$ cat src/rtl/core/wsd_pkg.sv
// ----------------------------------------------------------------------------
// wsd_pkg
// Shared types and constants for the websocket frame deframer: parser
// phases, opcodes, header length codes and result kinds.
// ----------------------------------------------------------------------------
package wsd_pkg;

	// default width of the payload length counter
	localparam int LENGTH_BITS_DEF = 64;

	// parser phases, one-hot
	typedef enum logic [4:0] {
		PH_HDR0   = 5'b00001,
		PH_HDR1   = 5'b00010,
		PH_EXTLEN = 5'b00100,
		PH_KEY    = 5'b01000,
		PH_DATA   = 5'b10000
	} phase_t;

	// frame opcodes
	localparam logic [3:0] OP_CONT  = 4'h0;
	localparam logic [3:0] OP_TEXT  = 4'h1;
	localparam logic [3:0] OP_BIN   = 4'h2;
	localparam logic [3:0] OP_CLOSE = 4'h8;

	// 7-bit length codes that announce an extended length
	localparam logic [6:0] LEN7_EXT16 = 7'd126;
	localparam logic [6:0] LEN7_EXT64 = 7'd127;

	// bytes still due in a header part, minus one
	localparam logic [2:0] HBC_EXT16 = 3'd1;
	localparam logic [2:0] HBC_EXT64 = 3'd7;
	localparam logic [2:0] HBC_KEY   = 3'd3;

	// result kinds
	localparam logic [1:0] KIND_PAYLOAD = 2'd0;
	localparam logic [1:0] KIND_EMPTY   = 2'd1;
	localparam logic [1:0] KIND_CLOSE   = 2'd2;

endpackage

$ cat src/rtl/core/websocket_frame_deframer_core.sv
// ----------------------------------------------------------------------------
// websocket_frame_deframer_core
// Receive-side frame parser for one websocket session: header decode,
// payload unmasking of text frames, message-end and close events.
// ----------------------------------------------------------------------------
// Usage:
//   Input channel: in_valid / in_stall / in_byte, one session byte per beat,
//   taken at an edge where in_valid is high and in_stall is low.
//   Output channel: out_valid / out_stall with out_kind, out_byte, msg_end.
//   Each input beat gives at most one output beat: an unmasked text payload
//   byte, an empty-final-text-frame event or a close event.
//   An accepted byte sits in the input register and is then parsed into
//   the output register, from which its result can be taken.
//   Throughput is one byte per cycle while in_stall is low; the parser
//   state is updated once per byte by the logic between the two registers.
//   When out_stall holds a pending result, a byte that produces no result
//   still moves on; a byte that would produce one waits in the input
//   register and in_stall rises until the output register frees up.
//   Reset (arst_n low) empties both registers and returns the parser to the
//   first header byte with no open text message.
// ----------------------------------------------------------------------------
module websocket_frame_deframer_core #(
	parameter int LengthBits = wsd_pkg::LENGTH_BITS_DEF
) (
	input  logic       clk,
	input  logic       arst_n,
	input  logic       in_valid,
	output logic       in_stall,
	input  logic [7:0] in_byte,
	output logic       out_valid,
	input  logic       out_stall,
	output logic [1:0] out_kind,
	output logic [7:0] out_byte,
	output logic       msg_end
);

	localparam logic [LengthBits-1:0] LenOne  = LengthBits'(1);
	localparam logic [LengthBits-1:0] LenOnes = '1;

	// input register
	logic       in_valid_s1;
	logic [7:0] in_byte_s1;

	// parser state
	wsd_pkg::phase_t        phase_q,    phase_n;
	logic                   fin_q,      fin_n;
	logic [3:0]             opcode_q,   opcode_n;
	logic                   masked_q,   masked_n;
	logic [LengthBits-1:0]  rem_q,      rem_n;
	logic [2:0]             hbc_q,      hbc_n;
	logic [31:0]            key_q,      key_n;
	logic [1:0]             key_idx_q,  key_idx_n;
	logic                   msg_text_q, msg_text_n;
	logic                   frame_text_q, frame_text_n;

	// output register
	logic       out_valid_q;
	logic [1:0] out_kind_q;
	logic [7:0] out_byte_q;
	logic       msg_end_q;

	// result of the byte in the input register
	logic       res_vld;
	logic [1:0] res_kind;
	logic [7:0] res_byte;
	logic       res_end;

	logic       do_after_len;
	logic       do_hdr_done;
	logic       last;
	logic [7:0] key_byte;
	logic       s1_adv;

	always_comb begin
		case (key_idx_q)
			2'd0:    key_byte = key_q[31:24];
			2'd1:    key_byte = key_q[23:16];
			2'd2:    key_byte = key_q[15:8];
			default: key_byte = key_q[7:0];
		endcase
	end

	always_comb begin
		phase_n      = phase_q;
		fin_n        = fin_q;
		opcode_n     = opcode_q;
		masked_n     = masked_q;
		rem_n        = rem_q;
		hbc_n        = hbc_q;
		key_n        = key_q;
		key_idx_n    = key_idx_q;
		msg_text_n   = msg_text_q;
		frame_text_n = frame_text_q;
		res_vld      = 1'b0;
		res_kind     = wsd_pkg::KIND_PAYLOAD;
		res_byte     = 8'h00;
		res_end      = 1'b0;
		do_after_len = 1'b0;
		do_hdr_done  = 1'b0;
		last         = (rem_q == LenOne);

		case (phase_q)
			wsd_pkg::PH_HDR1: begin
				masked_n = in_byte_s1[7];
				rem_n    = '0;
				if (in_byte_s1[6:0] == wsd_pkg::LEN7_EXT16) begin
					hbc_n   = wsd_pkg::HBC_EXT16;
					phase_n = wsd_pkg::PH_EXTLEN;
				end else if (in_byte_s1[6:0] == wsd_pkg::LEN7_EXT64) begin
					hbc_n   = wsd_pkg::HBC_EXT64;
					phase_n = wsd_pkg::PH_EXTLEN;
				end else begin
					rem_n        = LengthBits'(in_byte_s1[6:0]);
					do_after_len = 1'b1;
				end
			end
			wsd_pkg::PH_EXTLEN: begin
				// saturate once the next shift would overflow the counter
				if (|rem_q[LengthBits-1 -: 8])
					rem_n = LenOnes;
				else
					rem_n = {rem_q[LengthBits-9:0], in_byte_s1};
				if (hbc_q == 3'd0)
					do_after_len = 1'b1;
				else
					hbc_n = hbc_q - 3'd1;
			end
			wsd_pkg::PH_KEY: begin
				key_n = {key_q[23:0], in_byte_s1};
				if (hbc_q == 3'd0)
					do_hdr_done = 1'b1;
				else
					hbc_n = hbc_q - 3'd1;
			end
			wsd_pkg::PH_DATA: begin
				rem_n = rem_q - LenOne;
				if (frame_text_q) begin
					res_vld  = 1'b1;
					res_kind = wsd_pkg::KIND_PAYLOAD;
					res_byte = masked_q ? (in_byte_s1 ^ key_byte) : in_byte_s1;
					res_end  = last && fin_q;
				end else if (last && opcode_q == wsd_pkg::OP_CLOSE) begin
					res_vld  = 1'b1;
					res_kind = wsd_pkg::KIND_CLOSE;
				end
				key_idx_n = key_idx_q + 2'd1;
				if (last)
					phase_n = wsd_pkg::PH_HDR0;
			end
			default: begin
				fin_n    = in_byte_s1[7];
				opcode_n = in_byte_s1[3:0];
				if (in_byte_s1[3:0] == wsd_pkg::OP_TEXT)
					frame_text_n = 1'b1;
				else if (in_byte_s1[3:0] == wsd_pkg::OP_CONT)
					frame_text_n = msg_text_q;
				else
					frame_text_n = 1'b0;
				// only data frames touch the open-message flag
				if (in_byte_s1[3:0] == wsd_pkg::OP_TEXT || in_byte_s1[3:0] == wsd_pkg::OP_CONT
						|| in_byte_s1[3:0] == wsd_pkg::OP_BIN)
					msg_text_n = frame_text_n && !in_byte_s1[7];
				phase_n = wsd_pkg::PH_HDR1;
			end
		endcase

		if (do_after_len) begin
			if (masked_n) begin
				phase_n = wsd_pkg::PH_KEY;
				hbc_n   = wsd_pkg::HBC_KEY;
				key_n   = '0;
			end else begin
				do_hdr_done = 1'b1;
			end
		end

		if (do_hdr_done) begin
			key_idx_n = 2'd0;
			if (rem_n != '0) begin
				phase_n = wsd_pkg::PH_DATA;
			end else begin
				phase_n = wsd_pkg::PH_HDR0;
				if (frame_text_q && fin_q) begin
					res_vld  = 1'b1;
					res_kind = wsd_pkg::KIND_EMPTY;
					res_end  = 1'b1;
				end else if (opcode_q == wsd_pkg::OP_CLOSE) begin
					res_vld  = 1'b1;
					res_kind = wsd_pkg::KIND_CLOSE;
				end
			end
		end
	end

	// a byte with a result waits while the output register is held
	assign s1_adv   = in_valid_s1 && !(res_vld && out_valid_q && out_stall);
	assign in_stall = in_valid_s1 && !s1_adv;

	always_ff @(posedge clk or negedge arst_n) begin
		if (!arst_n) begin
			in_valid_s1 <= 1'b0;
		end else if (!in_stall) begin
			in_valid_s1 <= in_valid;
		end
	end

	always_ff @(posedge clk) begin
		if (in_valid && !in_stall) begin
			in_byte_s1 <= in_byte;
		end
	end

	always_ff @(posedge clk or negedge arst_n) begin
		if (!arst_n) begin
			phase_q      <= wsd_pkg::PH_HDR0;
			fin_q        <= 1'b0;
			opcode_q     <= wsd_pkg::OP_CONT;
			masked_q     <= 1'b0;
			rem_q        <= '0;
			hbc_q        <= 3'd0;
			key_q        <= '0;
			key_idx_q    <= 2'd0;
			msg_text_q   <= 1'b0;
			frame_text_q <= 1'b0;
		end else if (s1_adv) begin
			phase_q      <= phase_n;
			fin_q        <= fin_n;
			opcode_q     <= opcode_n;
			masked_q     <= masked_n;
			rem_q        <= rem_n;
			hbc_q        <= hbc_n;
			key_q        <= key_n;
			key_idx_q    <= key_idx_n;
			msg_text_q   <= msg_text_n;
			frame_text_q <= frame_text_n;
		end
	end

	always_ff @(posedge clk or negedge arst_n) begin
		if (!arst_n) begin
			out_valid_q <= 1'b0;
		end else if (s1_adv && res_vld) begin
			out_valid_q <= 1'b1;
		end else if (!out_stall) begin
			out_valid_q <= 1'b0;
		end
	end

	always_ff @(posedge clk) begin
		if (s1_adv && res_vld) begin
			out_kind_q <= res_kind;
			out_byte_q <= res_byte;
			msg_end_q  <= res_end;
		end
	end

	assign out_valid = out_valid_q;
	assign out_kind  = out_kind_q;
	assign out_byte  = out_byte_q;
	assign msg_end   = msg_end_q;

endmodule

$ cat config.mk
export PLATFORM = sky130hd
export DESIGN_NAME = websocket_frame_deframer_core
export DESIGN_NICKNAME = d
export VERILOG_FILES = /design/src/rtl/core/wsd_pkg.sv /design/src/rtl/core/websocket_frame_deframer_core.sv
export SDC_FILE = /design/constraint.sdc
export NUM_CORES = 1
export LEC_CHECK = 0
export ABC_CLOCK_PERIOD_IN_PS = 4460
export BUFFER_PORTS_ARGS = -buffer_cell sky130_fd_sc_hd__clkbuf_2
export CAP_MARGIN = 40
export CORE_AREA = 2 2 144 146
export DETAILED_ROUTE_END_ITERATION = 10
export DIE_AREA = 0 0 146 148
export PLACE_DENSITY = 0.65
export SETUP_SLACK_MARGIN = 0.02
export SYNTH_ARGS = -nofsm -noshare
export SYNTH_HDL_FRONTEND = slang
export SYNTH_SLANG_ARGS = --single-unit
$ cat constraint.sdc
create_clock -name clk -period 4.46 [get_ports clk]
set_input_delay 0.223 -clock clk [delete_from_list [all_inputs] [get_ports clk]]
set_output_delay 0.223 -clock clk [all_outputs]
set_load 0.02 [all_outputs]
After elaboration in Yosys (flattened, before gate mapping)
Index checks and enable logic that the tools add are counted.
W data, S select, Z words.
- register bits after elaboration: 135
- input port bits: 12
- output and inout bits: 13
- logic and storage cells: 119
- add/subtract/negate cells: 3
- equal/unequal tests: 13
- multiplexer cells: 57
- bitwise gates (word level): 2
- reduce and logical (&&, ||, !) cells: 28
- operators with widths (kind ; count):
    $pmux W64 S3 ; 1
    $mux W32 ; 3
    $eq A64 B1 Y1 const B ; 1
    $mux W64 ; 1
    $reduce_bool A64 Y1 ; 1
    $sub A64 B1 Y64 const B ; 1
    $mux W5 ; 7
    $mux W1 ; 24
    $pmux W8 S3 ; 1
    $mux W2 ; 9
    $mux W3 ; 5
    $pmux W5 S3 ; 1
    $eq A7 B7 Y1 const B ; 2
    $mux W7 ; 2
    $logic_and A1 B1 Y1 ; 10
    $mux W8 ; 1
    $reduce_or A8 Y1 ; 1
    $xor A8 B8 Y8 ; 1
    $pmux W3 S2 ; 1
    $reduce_and A2 Y1 ; 3
    $eq A5 B2 Y1 const B ; 1
    $eq A5 B3 Y1 const B ; 1
    $eq A5 B4 Y1 const B ; 1
    $eq A5 B5 Y1 const B ; 1
    19 further kinds ; 23

Logic depth before layout (Yosys ltp)
- depth after elaboration: 17
- depth in mapped cells: 18
- depth with buffers taken out: 13

Least setup slack after synthesis
Ideal clock, no wire load.
- path kind: register -> register
- start: register rem_q[37]
- end: register msg_end_q (netlist: msg_end) (enable)
- setup time: 0.380 ns
- arrival time: 3.798 ns
- required time: 4.080 ns
- setup slack: 0.282 ns
- cell stages (with the launch flop): 14
- buffers on the path: 3
- clock period less this slack: 4.178 ns
- cells stage by stage: dfrtp_1 > buf_2 > or4_1 > clkbuf_1 > or2_1 > or4_1 > buf_2 > nor2_2 > a21oi_1 > a2111o_1 > nor4_2 > nand3_1 > o21ai_0 > nor2b_1
- longest elaborated chain between the ends: 14
- elaborated cells on any way between the ends: 18
- those cells by class: 1 x add/sub; 1 x eq/ne; 9 x mux; 7 x reduce/logical
- RTL lines (what ; RTL line ; RTL):
    start, declared ; websocket_frame_deframer_core.sv:49 ; logic [LengthBits-1:0] rem_q, rem_n;
    start signal, assigned ; websocket_frame_deframer_core.sv:230 ; rem_q <= rem_n;
    parallel branches: the longest is 8 deep, another holds $sub A64 B1 Y64 ; - ;
    $mux W1 (*) ; websocket_frame_deframer_core.sv:177 ; if (do_hdr_done) begin
    $logic_and A1 B1 Y1 (2 in a row) ; websocket_frame_deframer_core.sv:196 ; assign s1_adv = in_valid_s1 && !(res_vld && out_valid_q && out_stall);
    $logic_not A1 Y1 ; websocket_frame_deframer_core.sv:196 ;
    $logic_and A1 B1 Y1 ; websocket_frame_deframer_core.sv:196 ;
    $logic_and A1 B1 Y1 (*) ; websocket_frame_deframer_core.sv:250 ; if (s1_adv && res_vld) begin
    end signal, assigned ; websocket_frame_deframer_core.sv:253 ; msg_end_q <= res_end;
    end, declared ; websocket_frame_deframer_core.sv:60 ; logic msg_end_q;
Every way passes the cells marked *.
A chain may end at the register's enable or synchronous reset.

Worst setup path in the final report
- start: register rem_q[1]
- end: output in_stall
- longest elaborated chain between the ends: 15
- elaborated cells on any way between the ends: 19
- those cells by class: 1 x add/sub; 1 x eq/ne; 9 x mux; 8 x reduce/logical
- RTL lines (what ; RTL line ; RTL):
    parallel branches: the longest is 8 deep, another holds $sub A64 B1 Y64 ; - ;
    $mux W1 (*) ; websocket_frame_deframer_core.sv:177 ;
    $logic_and A1 B1 Y1 (*) (2 in a row) ; websocket_frame_deframer_core.sv:196 ;
    $logic_not A1 Y1 (*) ; websocket_frame_deframer_core.sv:196 ;
    $logic_and A1 B1 Y1 (*) ; websocket_frame_deframer_core.sv:196 ;
    $logic_not A1 Y1 (*) ; websocket_frame_deframer_core.sv:197 ; assign in_stall = in_valid_s1 && !s1_adv;
    $logic_and A1 B1 Y1 (*) ; websocket_frame_deframer_core.sv:197 ;
    end, declared ; websocket_frame_deframer_core.sv:28 ; output logic in_stall,
Marks and branches as above.

==> key figures <==
Clock tree
  – CTS tree: done
  – Num CTS Buffers: 17
  – Clk slew on worst S/H paths: approximately 70 ps
  – H-tree levels: 4
  – Max Root-Sink Buffers: 2
  – Skew-Pair Late Insertion Delay: 440 ps
  – Clock sinks: 135
  – Clk root buf: clkbuf_16

Global route
  – Vias in the first global route: about 9800
  – GRT Util Overall: a little over a third
  – Pin count of the biggest net entering global routing: 53
  – Gr ovfl total: 0
  – Initial antenna violation count: 1
  – First-pass GRT wire length: around 59000 um

Logic synthesis
  – Synth Flop Type: dfrtp_1
  – Synth unique cells: 82
  – Sequential-to-total area share from yosys stat: a little under two fifths
  – Post-Synth XOR/XNOR Area: around 1.7%
  – Synthesized area: roughly 9400 um2
  – Synthesized netlist net count: 1159
  – Post-synth EDFFs: 19
  – Simple-gate area share of the yosys netlist: a little over a quarter
  – Fraction of registers with async set/reset: about 86%
  – Synthesized area per cell: between 8 and 9 um2
  – YS warnings: 0
  – Compound-cell area share of the yosys netlist: about a quarter
  – Adder-Cell Fraction of Synth Area: between 1 and 1.5%
  – Yosys reg bits: between 100 and 150
  – Largest family of logic cells by synthesized area: simple AND/OR/NAND/NOR gates
  – Post-synthesis mux area share: roughly 4.3%
  – Cell count after synthesis: 1139

Setup path
  – Flop2flop setup slack: about 50 ps
  – Reg2Reg Launch Point: rem_q[1]
  – Worst EP required: ~4200 ps
  – R2R depth: 17
  – Crit end category: primary output
  – Arr. time, crit path: 4210 ps
  – Crit Path Max Fanout: 5
  – R2R Path End: rem_q[10]
  – CP startpoint kind: register
  – WS Path Type: register to primary output

Min path
  – Hold_sp: out_stall
  – Hold Path Depth: 3
  – Hold Path End: out_valid
  – Hold Crit Class: input pin to register

Timing
  – Layout Skew: ~14 ps
  – Fmax achieved: approximately 0.23 GHz
  – Setup Total Neg Slack: 0 ps
  – Final Hold Vio Count: 0
  – Unrepaired setup endpoints after global routing: true
  – Period minus WS final: approximately 4400 ps
  – Final setup viols: 0
  – Fin crit share: slightly below 100%
  – Worst Max-Slew Pin Slew: 873 ps
  – Slew headroom: roughly two fifths
  – Final Max Slew Viols: 0

Power
  – Pint: between 3 and 4 mW
  – Logic pwr share: a little under three fifths
  – Clock share of power: between 10% and 20%
  – Leak pwr: approximately 5.3 nW
  – Power Dens Cells: between 600 and 700 nW/um2
  – Seq pwr share: 24.2%
  – Sw Ratio: between 40% and 50%
  – Psw: 3.56 mW
  – Max VDD drop: 0.000322 V

Detailed routing
  – First drt pass iteration count: 8
  – Post-Route WL: approximately 40000 um
  – # DRC: 0
  – Routed length per instance: 25.4 um
  – Via count: roughly 11000
  – Antenna Nets Post-Route: 0
  – Iter 0 DRT Violations: 1567
  – Vias per inst: about 6.8

Layout
  – Fin util: 60.7%
  – Footprint of the multi-input gates: between 5000 and 6000 um2
  – Net count, final: 1293
  – FILL cells: about 1800
  – Layout cell share with drive strength beyond 1: between 20% and 30%
  – Commonest non-fill, non-tap cell in the layout: buf_4
  – Area growth, synth to finish: 28.9%
  – Most frequent cells in the layout: buf_4, o21ai_0, dfrtp_1, nor2_1, nand2_1
  – Register area: roughly 3500 um2

Floorplanning
  – Core Rows: 52
  – Initial Util: a little under half
  – Die H: roughly 150 um
  – Die area: about 22000 um2
  – Total core area: approximately 20000 um2
  – DIE WIDTH: 146 um
  – Top Ports: 25

Placement
  – IO Port Bufs: 24
  – Final HPWL from detailed placement: 27800 um
  – Gpl congestion: about 1.0

Flow run
  – Max-capacitance violation count: 0

Run status
  – Outcome: completed
-- synthesized netlist by cell type, types with 8 or more instances --
master	n	area, um2
a31oi_1	9	56.3
nand4b_1	8	70.1
nor2b_1	9	56.3
nor2_1	107	402
xor2_1	8	70.1
a22o_1	34	298
a21oi_1	48	240
a21o_1	14	105
o31ai_1	11	82.6
buf_2	14	70.1
nor4_1	42	263
and4_1	10	87.6
nand2_1	99	372
a222oi_1	8	80.1
inv_1	19	71.3
ha_1	8	100
clkbuf_1	81	304
nand4_1	32	200
edfxtp_1	19	571
o211ai_1	12	90.1
o21ai_1	13	65.1
and3_1	9	56.3
nor3_1	51	255
nand3_1	31	155
mux2_2	31	349
or4_1	22	165
o21ai_0	112	561
or3_1	13	81.3
dfrtp_1	115	2880
xnor2_1	10	87.6
-- routing by layer --
layer / vias up / share of wire [%] / global-route usage, % / routed length, um
met1: 5077 / 39 / 49.2 / 15500
li1: 4575 / - / - / -
met2: 780 / 42 / 51.7 / 16800
met5: - / 0 / 0 / 0
met3: 208 / 12 / 9.01 / 4710
met4: 0 / 6.4 / 19.3 / 2540
-- power groups by stage --
stage | combinational, mW | clock [mW] | sequential, mW
6_report | 4.23 | 1.39 | 1.79
5_1_grt | 4.39 | 1.45 | 1.82
4_1_cts | 3.67 | 1.40 | 1.76
3_5_place_dp | 3.60 | 0 | 1.77
3_3_place_gp | 3.59 | 0 | 1.76
2_1_floorplan | 2.17 | 0 | 1.65
-- registers in the layout, indices dropped and copies added, names as in the netlist, 2 cells and up --
name / flops
hbc_q: 3
in_byte_s1: 8
key_idx_q: 2
key_q: 32
opcode_q: 4
out_byte: 8
out_kind: 2
phase_q: 5
rem_q: 64
-- worst max path at each step --
stage | from | to | slack, ps | depth (start not counted)
2_1_floorplan | rem_q[37] | msg_end | 280 | 13
3_3_place_gp | rem_q[1] | in_byte_s1[4] | 20 | 13
3_5_place_dp | rem_q[1] | in_byte_s1[6] | -40 | 13
4_1_cts | rem_q[26] | in_stall | 20 | 14
5_1_grt | rem_q[17] | in_stall | -110 | 16
6_report | rem_q[1] | in_stall | 30 | 17
-- final cells by class --
type,count,share of cell area [%]
multi-input cells,875,48.4
repair buffers,225,15.0
clock buffers,18,3.53
flip-flops and latches,135,28.7
well taps,270,2.78
diodes,1,0.0206
clock inverters,14,1.07
inverters,19,0.586
-- critical path, cell delays in order (launching register included) --
cell and delay, ps:
dfrtp_1 390, inv_2 100, ha_4 160, or4b_4 520, nor4_4 250, buf_4 180, nand4_1 150, buf_4 200
o211a_1 230, nor3_2 220, nand4b_1 320, nor4_2 250, buf_4 180, nand3_4 70, o21ai_4 160, nand4_1 150
inv_1 110, buf_6 120
-- kinds of logic (layout without fill, tap and decap cells) --
family / count (synthesis) / in the layout
other: 0 / 1
XOR/XNOR: 18 / 18
multiplexers: 36 / 36
AO/OA/AOI/OAI: 338 / 338
adder cells (fa/ha/maj): 8 / 8
buffers and inverters: 129 / 276
flip-flops: 135 / 135
AND/OR/NAND/NOR: 475 / 475
-- per-stage QoR --
stage / worst slack (ps) / instance area, um2 / total power [mW] / cells / hold slack [ps]
after global routing: -107 / 12200 / 7.66 / 1556 / 179
after global placement: 19.8 / 10900 / 5.35 / 1492 / 385
final: 28.5 / 12200 / 7.41 / 1557 / 174
after CTS: 21.1 / 11600 / 6.83 / 1537 / 107
after detailed placement: -39.7 / 10900 / 5.38 / 1494 / 217
after floorplan: 282 / 9440 / 3.82 / 1139 / -72.6
-- repair_timing --
action / 4_1_cts / 5_1_grt
pin swaps: 3 / 29
resized for setup: 13 / 90
buffers inserted: 1 / 19
endpoints found under the setup margin: 49 / 128
endpoints found under the hold margin: 75 / 0
cloned: 0 / 0
hold buffers: 10 / 0
Note: power is estimated with default switching activity, not from simulation.
